<file path="config.mk">
export PLATFORM = sky130hd
export DESIGN_NAME = qss_ctrl
export DESIGN_NICKNAME = d
export VERILOG_FILES = /design/src/design/qss_pkg.sv /design/src/design/qss_ctrl.sv
export SDC_FILE = /design/constraint.sdc
export NUM_CORES = 1
export LEC_CHECK = 0
export BUFFER_PORTS_ARGS = -buffer_cell sky130_fd_sc_hd__buf_2
export CAP_MARGIN = 20
export CORE_AREA = 2 2 39 41
export DETAILED_ROUTE_END_ITERATION = 8
export DIE_AREA = 0 0 41 43
export MAX_ROUTING_LAYER = met4
export PLACE_DENSITY_LB_ADDON = 0.08
export SYNTH_ARGS = -nofsm -noshare
export SYNTH_HDL_FRONTEND = slang
export SYNTH_SLANG_ARGS = --single-unit
export TNS_END_PERCENT = 1
</file>
<file path="constraint.sdc">
create_clock -name clk -period 1.9 [get_ports clk]
set_clock_uncertainty 0.15 [all_clocks]
set_input_delay 0.475 -clock clk [delete_from_list [all_inputs] [get_ports clk]]
set_output_delay 0.475 -clock clk [all_outputs]
set_load 0.05 [all_outputs]
</file>
<file path="src/design/qss_pkg.sv">
// Shared types and codes for the quicksort sequence sorter.
package qss_pkg;

  typedef struct packed {
    logic signed [31:0] value;
    logic               last_item;
  } item_t;

  typedef struct packed {
    logic signed [31:0] sorted_value;
    logic               last_result;
    logic               overflow;
  } result_t;

  typedef enum logic [3:0] {
    S_LOAD,
    S_START,
    S_POP,
    S_LATCH,
    S_PIV,
    S_RD,
    S_CMP,
    S_SWP,
    S_FRD,
    S_FW1,
    S_FW2,
    S_PSH1,
    S_PSH2,
    S_ORD,
    S_OUT
  } state_t;

  typedef enum logic [4:0] {
    OP_NONE,
    OP_LOAD,
    OP_START,
    OP_POP,
    OP_LATCH,
    OP_PIV,
    OP_RD,
    OP_SWAP1,
    OP_STEP,
    OP_SWAP2,
    OP_FRD,
    OP_FW1,
    OP_FW2,
    OP_PSH1,
    OP_PSH2,
    OP_ORD,
    OP_EMIT
  } op_t;

  typedef struct packed {
    logic count_small;
    logic sp_zero;
    logic less;
    logic fast_end;
    logic out_end;
  } status_t;

endpackage

</file>
<file path="src/design/qss_ctrl.sv">
// Controller state machine for the quicksort sequence sorter.
module qss_ctrl (
  input  logic             clk,
  input  logic             rst,
  input  logic             item_valid,
  input  logic             last_item,
  input  logic             result_stall,
  input  qss_pkg::status_t status,
  output qss_pkg::op_t     op,
  output logic             item_stall,
  output logic             result_valid
);
  import qss_pkg::*;

  state_t state;
  state_t state_next;

  always_ff @(posedge clk) begin
    if (rst) begin
      state <= S_LOAD;
    end else begin
      state <= state_next;
    end
  end

  always_comb begin
    state_next   = state;
    op           = OP_NONE;
    item_stall   = 1'b1;
    result_valid = 1'b0;
    case (state)
      S_LOAD: begin
        item_stall = 1'b0;
        if (item_valid) begin
          op = OP_LOAD;
          if (last_item) begin
            state_next = S_START;
          end
        end
      end
      S_START: begin
        if (status.count_small) begin
          state_next = S_ORD;
        end else begin
          op         = OP_START;
          state_next = S_POP;
        end
      end
      S_POP: begin
        if (status.sp_zero) begin
          state_next = S_ORD;
        end else begin
          op         = OP_POP;
          state_next = S_LATCH;
        end
      end
      S_LATCH: begin
        op         = OP_LATCH;
        state_next = S_PIV;
      end
      S_PIV: begin
        op         = OP_PIV;
        state_next = S_RD;
      end
      S_RD: begin
        op         = OP_RD;
        state_next = S_CMP;
      end
      S_CMP: begin
        if (status.less) begin
          op         = OP_SWAP1;
          state_next = S_SWP;
        end else begin
          op         = OP_STEP;
          state_next = status.fast_end ? S_FRD : S_RD;
        end
      end
      S_SWP: begin
        op         = OP_SWAP2;
        state_next = status.fast_end ? S_FRD : S_RD;
      end
      S_FRD: begin
        op         = OP_FRD;
        state_next = S_FW1;
      end
      S_FW1: begin
        op         = OP_FW1;
        state_next = S_FW2;
      end
      S_FW2: begin
        op         = OP_FW2;
        state_next = S_PSH1;
      end
      S_PSH1: begin
        op         = OP_PSH1;
        state_next = S_PSH2;
      end
      S_PSH2: begin
        op         = OP_PSH2;
        state_next = S_POP;
      end
      S_ORD: begin
        op         = OP_ORD;
        state_next = S_OUT;
      end
      S_OUT: begin
        result_valid = 1'b1;
        if (!result_stall) begin
          op         = OP_EMIT;
          state_next = status.out_end ? S_LOAD : S_ORD;
        end
      end
      default: begin
        state_next = S_LOAD;
      end
    endcase
  end

endmodule

</file>
==> summary.md, run 1 <==
| Metric | Value |
|---|---|
| Leakage Power | `~0.00033 uW` |
| Length in cells of the worst reg-to-reg path | `8` |
| Switching power | `843.8 uW` |
| Total routed wirelength | `1.544 mm` |
| Sequential share of power | `12.5%` |
| RSZ-0062 raised after global routing | `yes` |
| Required time worst endpoint | `approximately 1300 ps` |
| Root Buffer | `clkbuf_4` |
| Gate count of the mapped netlist | `66` |
| Mean Syn Cell Area | `6.995 um2` |
| CTS Hold Buffers Added | `0` |
| Ys flop type | `dfxtp_1` |
| Post-Syn Nets | `76` |
| DR DRC count | `0` |
| F_max | `around 530 MHz` |
| Synth cell count leaders | `nand2_1, o21ai_0, a21oi_1` |
| CTS Sinks | `4` |
| Setup WS pre-CTS | `7.256 ps` |
| WP data arrival | `approximately 1300 ps` |
| R2r startpoint | `state[3]` |
| H-tree levels | `1` |
| Share of layout cells above drive strength 1 | `roughly 60%` |
| Outcome | `finished, final reports clean` |
| CP Launch Point | `state[3]` |
| Area contributors post-synth | `dfxtp_1, o21ai_0, nand2_1` |
| Dpl hpwl | `approximately 1.0 mm` |
| Clock buffer depth | `2` |
| RePlAce Congestion | `about 0.80` |
| Die Height | `approximately 43 um` |
| DR pass1 iterations | `4` |
| WP depth | `5` |
| Worst Path Max Fanout | `7` |
| Post-synthesis sequential area ratio | `17.34%` |
| CP Class | `reg2out` |
| Tot GR Track Use | `18.50%` |
| Clock transition at path regs | `40 ps` |
| Starting Density | `33.36%` |
| Syn. warnings | `0` |
| Clk_lat worst skew | `230 ps` |
| Core area | `between 0.001 and 0.0015 mm2` |
| Net Sw Frac | `around 50%` |
| Top-count cell post-synth | `nand2_1` |
| Reg2reg end | `state[3]` |
| Hold wc startpoint | `rst` |
| Synth async-reset ratio | `0%` |
| Standard-cell rows | `14` |
| Antenna violations before repair | `0` |
| CP Capture Type | `output pin` |
| Synth area leader | `dfxtp_1` |
| Synth top area share | `about 17%` |
| Crit-path slowest cell | `dfxtp_4` |
| Crit start category | `register` |
| First-pass GRT wire length | `2.201 mm` |
| Max-Cap Viols | `0` |
| Setup slack after layout | `3.401 ps` |
| Sequential Area | `roughly 93 um2` |
| Clk network pwr share | `approximately 6%` |
| Final nets | `around 110` |
| Num ports | `17` |
| Via count | `a little over 600` |
| Power share of the combinational group | `approximately four fifths` |
| Die X | `roughly 41 um` |
| Largest reg by FF count | `state` |
| Power Dens Cells | `between 1500 and 2000 mW/mm2` |
| Die area | `between 0.0015 and 0.002 mm2` |
| Hold slack | `roughly 300 ps` |
| Iter 0 DRT Violations | `7` |
| Post-route ant nets | `0` |
| Internal | `830.4 uW` |
| Final hold vios | `0` |
| CP Capture Point | `op[1]` |
| EDFF count, synth | `0` |
| Worst-margin pin slew | `roughly 260 ps` |
| Unique masters post-synth | `29` |
| Mapped cell area | `around 460 um2` |
| Final setup violation count | `0` |
| N_diodes | `0` |
| Pin count of the biggest net entering global routing | `18` |
| Fillers | `132` |
| CP delay by family, top | `compound AO/OA/AOI/OAI gates` |
| Slew HR | `82.69%` |
| Port bufs | `16` |
| Fin. max-slew vios | `0` |
| Final critical-path required period | `between 1500 and 2000 ps` |
| Hold crit path type | `in2reg` |
| Crit-path cells | `buf_12, a211oi_4, a21oi_2, o21ai_1, buf_6` |
| Yosys reg bits | `4` |
| Area Overhead vs Synth | `83.74%` |
| CTS Buf Count | `3` |
| WP buf/inv | `2` |
| Wire per inst | `approximately 14 um` |
| Largest stage delay, worst path | `340 ps` |
| Via/cell ratio | `approximately 5.5` |
| Largest regs | `state x4` |
| Largest register FFs | `4` |
| Vias in the first global route | `slightly above 500` |
| Area of the multi-input gates | `415.4 um2` |
| Flop2flop setup slack | `180 ps` |
| Crit share post-route | `about 100%` |
| VDD IR-drop max | `around 1.2 mV` |
| Overall power | `around 1700 uW` |
| Total congestion overflow | `0` |
| CTS tree | `done` |
logic make-up (layout without fill, tap and decap cells):
| logic type | count (synthesis) | count (layout) | synth area share, % |
|---|---|---|---|
| compound gates | 28 | 28 | 42.28 |
| buf+inv | 8 | 38 | 9.755 |
| flops | 4 | 4 | 17.34 |
| simple gates | 26 | 26 | 30.62 |
routing by layer:
metal | vias to the layer above | track usage (%) | wire length (um)
met2 | 10 | 28.44 | 828
met5 | - | - | 0
met1 | 295 | 24.68 | 667
met4 | 0 | 4.000 | 0
met3 | 0 | 3.141 | 48
li1 | 307 | - | -
placed cells by master (no fill, tap or decap), types with 2 or more instances in the layout:
cell and count:
o21ai_2 2, buf_4 13, o21ai_1 2, buf_2 9
nor2_4 3, o21bai_1 3, buf_6 6, nand3_1 3
nand2_1 9, a21oi_1 5, a21oi_2 2, nand2b_4 2
nand2b_1 2, nand4bb_1 2, o21ai_0 3, clkbuf_4 4
dfxtp_4 3, buf_12 2, a31oi_1 2
final cells by class:
| type | instances | area share, % |
|---|---|---|
| flip-flops and latches | 4 | 10.91 |
| multi-input cells | 54 | 48.97 |
| repair buffers | 32 | 33.33 |
| clock buffers | 3 | 2.655 |
| inverters | 3 | 1.770 |
| well taps | 16 | 2.360 |
worst min-delay path by stage:
| stage | endpoint | slack [ps] | cells past startpoint |
|---|---|---|---|
| 6_report | state[1] | 300 | 2 |
| 5_1_grt | state[1] | 300 | 2 |
| 4_1_cts | state[1] | 300 | 2 |
| 3_5_place_dp | state[1] | 540 | 2 |
| 3_3_place_gp | state[1] | 540 | 2 |
| 2_1_floorplan | state[1] | 390 | 1 |
stage by stage:
step | TNS [ps] | instance area (um2) | util [%] | cells
after floorplan | -328.7 | 476.7 | - | 66
after global placement | 0 | 643.1 | 46.47 | 103
after detailed placement | 0 | 643.1 | 46.47 | 103
after CTS | -15.46 | 715.7 | 51.72 | 106
after global routing | -110.3 | 848.3 | 61.30 | 112
final | 0 | 848.3 | 61.30 | 112
timing repair:
item	CTS	global route
gates resized for setup	17	21
pin swaps	0	1
buffers inserted	0	5
cloned	0	1
endpoints found under the setup margin	7	7
worst register-to-register path, cell delays in order, from the launching register on:
cell and delay, ps:
dfxtp_4 340, buf_4 140, clkbuf_16 140, buf_4 130, buf_4 120, nand4bb_1 170
a31oi_1 200, a31oi_1 90, a21oi_1 160
power groups by stage:
stage / sequential (uW) / clock [uW] / combinational, uW
floorplan: 141 / 0 / 763
global placement: 177 / 0 / 1030
detailed placement: 176 / 0 / 1030
CTS: 194 / 104 / 1140
global route: 218 / 110 / 1440
finish: 210 / 102 / 1360
Power figures use the tool's default switching activity.
==> run 2: changes to the inputs <==
--- a/config.mk
+++ b/config.mk
@@ -5,6 +5,7 @@
 export SDC_FILE = /design/constraint.sdc
 export NUM_CORES = 1
 export LEC_CHECK = 0
+export ABC_AREA = 1
 export BUFFER_PORTS_ARGS = -buffer_cell sky130_fd_sc_hd__buf_2
 export CAP_MARGIN = 20
 export CORE_AREA = 2 2 39 41
==> run 2 against run 1 <==
The flow now finishes with violations (negative setup slack). Largest cell class unchanged. Fmax fell by 8.1%. Hold slack got worse by 18 ps. Global-route usage rose by 8.6 points.
==> summary.md, run 2 <==
| Metric | Value |
|---|---|
| Reg2reg end | `state[3] (unchanged)` |
| R2r startpoint | `state[1] (was state[3])` |
| Hold crit path type | `in2reg (unchanged)` |
| CTS Buf Count | `3 (unchanged)` |
| Worst Path Max Fanout | `5 (was 7)` |
| CP Class | `reg2out (unchanged)` |
| Length in cells of the worst reg-to-reg path | `14 (was 8)` |
| Synth cell count leaders | `nand2_1, inv_1, nor2_1 (was nand2_1, o21ai_0, a21oi_1)` |
| Synth async-reset ratio | `0% (unchanged)` |
| Standard-cell rows | `14 (unchanged)` |
| Leakage Power | `0.0005135 uW (was 0.0003251 uW)` |
| Tot GR Track Use | `27.13% (was 18.50%)` |
| CTS Sinks | `4 (unchanged)` |
| Setup tns final | `-729.9 ps (was 0 ps)` |
| Final hold vios | `0 (unchanged)` |
| CTS tree | `done (unchanged)` |
| Via/cell ratio | `5.164 (was 5.464)` |
| Max-Cap Viols | `0 (unchanged)` |
| Die area | `0.001763 mm2 (unchanged)` |
| VDD IR-drop max | `0.7594 mV (was 1.188 mV)` |
| Outcome | `complete, but fails checks (was finished, final reports clean)` |
| Final critical-path required period | `2064 ps (was 1897 ps)` |
| Crit-path cells | `buf_6, nor2_4, nand3_2, nand2_2, nor2_4, o21ai_2, buf_6 (was buf_12, a211oi_4, a21oi_2, o21ai_1, buf_6)` |
| Antenna violations before repair | `0 (unchanged)` |
| Via count | `785 (was 612)` |
| Post-route ant nets | `0 (unchanged)` |
| Share of layout cells above drive strength 1 | `55.15% (was 60.42%)` |
| Unique masters post-synth | `15 (was 29)` |
| Clk_lat worst skew | `240 ps (was 230 ps)` |
| Power Dens Cells | `875.6 mW/mm2 (was 1974 mW/mm2)` |
| N_diodes | `0 (unchanged)` |
| Setup slack after layout | `-163.6 ps (was 3.401 ps)` |
| Core area | `0.001384 mm2 (unchanged)` |
| Commonest non-fill, non-tap cells in the layout | `nand2_1, buf_4, buf_2 (was buf_4, nand2_1, buf_2)` |
| Wire per inst | `13.68 um (was 13.79 um)` |
| Clock transition at path regs | `40 ps (about the same)` |
| Yosys reg bits | `4 (unchanged)` |
| Dpl hpwl | `1.248 mm (was 1.013 mm)` |
| Largest stage delay, worst path | `310 ps (was 340 ps)` |
| Largest register FFs | `4 (unchanged)` |
| Port bufs | `16 (unchanged)` |
| Failing checks | `negative setup slack` |
| RePlAce Congestion | `0.8550 (was 0.8037)` |
| Gate count of the mapped netlist | `91 (was 66)` |
| Slew HR | `83.50% (was 82.69%)` |
| Area contributors post-synth | `nand2_1, dfxtp_1, nand3_1 (was dfxtp_1, o21ai_0, nand2_1)` |
| Hold slack | `281.7 ps (was 299.6 ps)` |
| Hold wc startpoint | `rst (unchanged)` |
| Ys flop type | `dfxtp_1 (unchanged)` |
| Final setup violation count | `7 (was 0)` |
| Starting Density | `34.09% (was 33.36%)` |
| Top-count cell post-synth | `nand2_1 (unchanged)` |
| Mean Syn Cell Area | `5.184 um2 (was 6.995 um2)` |
| Iter 0 DRT Violations | `18 (was 7)` |
| Vias in the first global route | `781 (was 514)` |
| Synth area leader | `nand2_1 (was dfxtp_1)` |
| Final nets | `148 (was 108)` |
| EDFF count, synth | `0 (unchanged)` |
| WP data arrival | `1440 ps (was 1270 ps)` |
| First-pass GRT wire length | `3.132 mm (was 2.201 mm)` |
| Total routed wirelength | `2.080 mm (was 1.544 mm)` |
| Root Buffer | `clkbuf_4 (unchanged)` |
| Syn. warnings | `0 (unchanged)` |
| Pin count of the biggest net entering global routing | `6 (was 18)` |
| Synth top area share | `24.67% (was 17.34%)` |
| F_max | `484.6 MHz (was 527.3 MHz)` |
| RSZ-0062 raised after global routing | `yes (unchanged)` |
| Crit start category | `register (unchanged)` |
| H-tree levels | `1 (unchanged)` |
| Die Height | `43 um (unchanged)` |
| Worst-margin pin slew | `249.3 ps (was 258.5 ps)` |
| Die X | `41 um (unchanged)` |
| Crit-path slowest cell | `dfxtp_2 (was dfxtp_4)` |
| Largest regs | `state x4 (unchanged)` |
| Crit share post-route | `108.6% (was 99.82%)` |
| Fin. max-slew vios | `0 (unchanged)` |
| Most common cell after layout, fill and taps aside | `nand2_1 (was buf_4)` |
| DR pass1 iterations | `4 (unchanged)` |
| Largest reg by FF count | `state (unchanged)` |
| Post-synthesis sequential area ratio | `16.98% (was 17.34%)` |
| DR DRC count | `0 (unchanged)` |
| Post-Syn Nets | `101 (was 76)` |
| Total congestion overflow | `0 (unchanged)` |
| Mapped cell area | `471.7 um2 (was 461.7 um2)` |
| WHS Path Cells | `2 (unchanged)` |
| Clock buffer depth | `2 (unchanged)` |
| CP Capture Type | `output pin (unchanged)` |
| Required time worst endpoint | `1270 ps (about the same)` |
| Worst Hold End | `state[3] (was state[1])` |
| Flop2flop setup slack | `-80 ps (was 180 ps)` |
| Num ports | `17 (unchanged)` |
| Area Overhead vs Synth | `99.47% (was 83.74%)` |
## run 2: changes by cell type in the layout (fill, tap and decap cells not counted), moves of 5 or more
| cell | previous run | this run |
|---|---|---|
| nand3_1 | 3 | 8 |
| inv_1 | 1 | 7 |
| buf_4 | 13 | 23 |
| nor2_1 | 1 | 7 |
| nand4_1 | 0 | 5 |
| nand2_1 | 9 | 29 |
## run 2: kinds of logic (layout without fill, tap and decap cells)
| logic type | count (synthesis) | after routing | synth area share (%) |
|---|---|---|---|
| and+or+nand+nor | 65 | 65 | 62.60 |
| buffers and inverters | 12 | 57 | 9.548 |
| AOI/OAI and AO/OA | 10 | 10 | 10.88 |
| DFF | 4 | 4 | 16.98 |
## run 2: layout make-up
cell class / count / area (um2)
Sequential cell: 4 / 92.59
Clock buffer: 3 / 22.52
Inverter: 12 / 52.55
Multi-Input combinational cell: 75 / 429.2
Timing Repair Buffer: 42 / 324.1
Tap cell: 16 / 20.02
Fill cell: 122 / 442.9
## run 2: worst max-delay path by stage
stage,from,to,depth (start not counted)
after floorplan,state[3],op[1],2
after global placement,state[2],op[1],7
after detailed placement,state[2],op[1],7
after CTS,state[1],op[0],7
after global routing,state[0],op[1],7
final,state[0],op[1],7
## run 2: power breakdown
group / switching, uW / leakage, uW / internal [uW]
clock network: 37.1 / 0.0000138 / 70.8
logic: 362 / 0.000464 / 225
registers: 25.6 / 0.0000353 / 103
total: 425 / 0.000514 / 399
## run 2: per-stage QoR
stage,setup WS [ps],area (um2),util (%),total power (uW),cells
2_1_floorplan,-319.8,476.7,-,409.6,91
3_3_place_gp,-90.89,711.9,51.45,583.3,141
3_5_place_dp,-62.12,711.9,51.45,579.8,141
4_1_cts,-91.62,897.1,64.83,784.6,151
5_1_grt,-207.1,940.9,67.99,875.4,152
6_report,-163.6,940.9,67.99,823.9,152
## run 2: layer usage
metal | up-vias | track usage (%) | wire length, um
li1 | 389 | - | -
met1 | 355 | 25.96 | 805
met2 | 30 | 49.38 | 1128
met3 | 11 | 5.236 | 78
met4 | 0 | 10.00 | 68
met5 | - | - | 0
## run 2: timing repair
action                                  4_1_cts  5_1_grt
hold buffers                                  0        0
resized for setup                            41       12
pin swaps                                    10        5
setup buffers                                 8        1
endpoints found under the setup margin        6        9
cloned                                        0        0
## run 2: critical path, delay by kind of cell (launching register included)
family	cells	cell delay, ps
compound gates	1	70
buf+inv	2	310
flops	1	310
simple gates	4	520
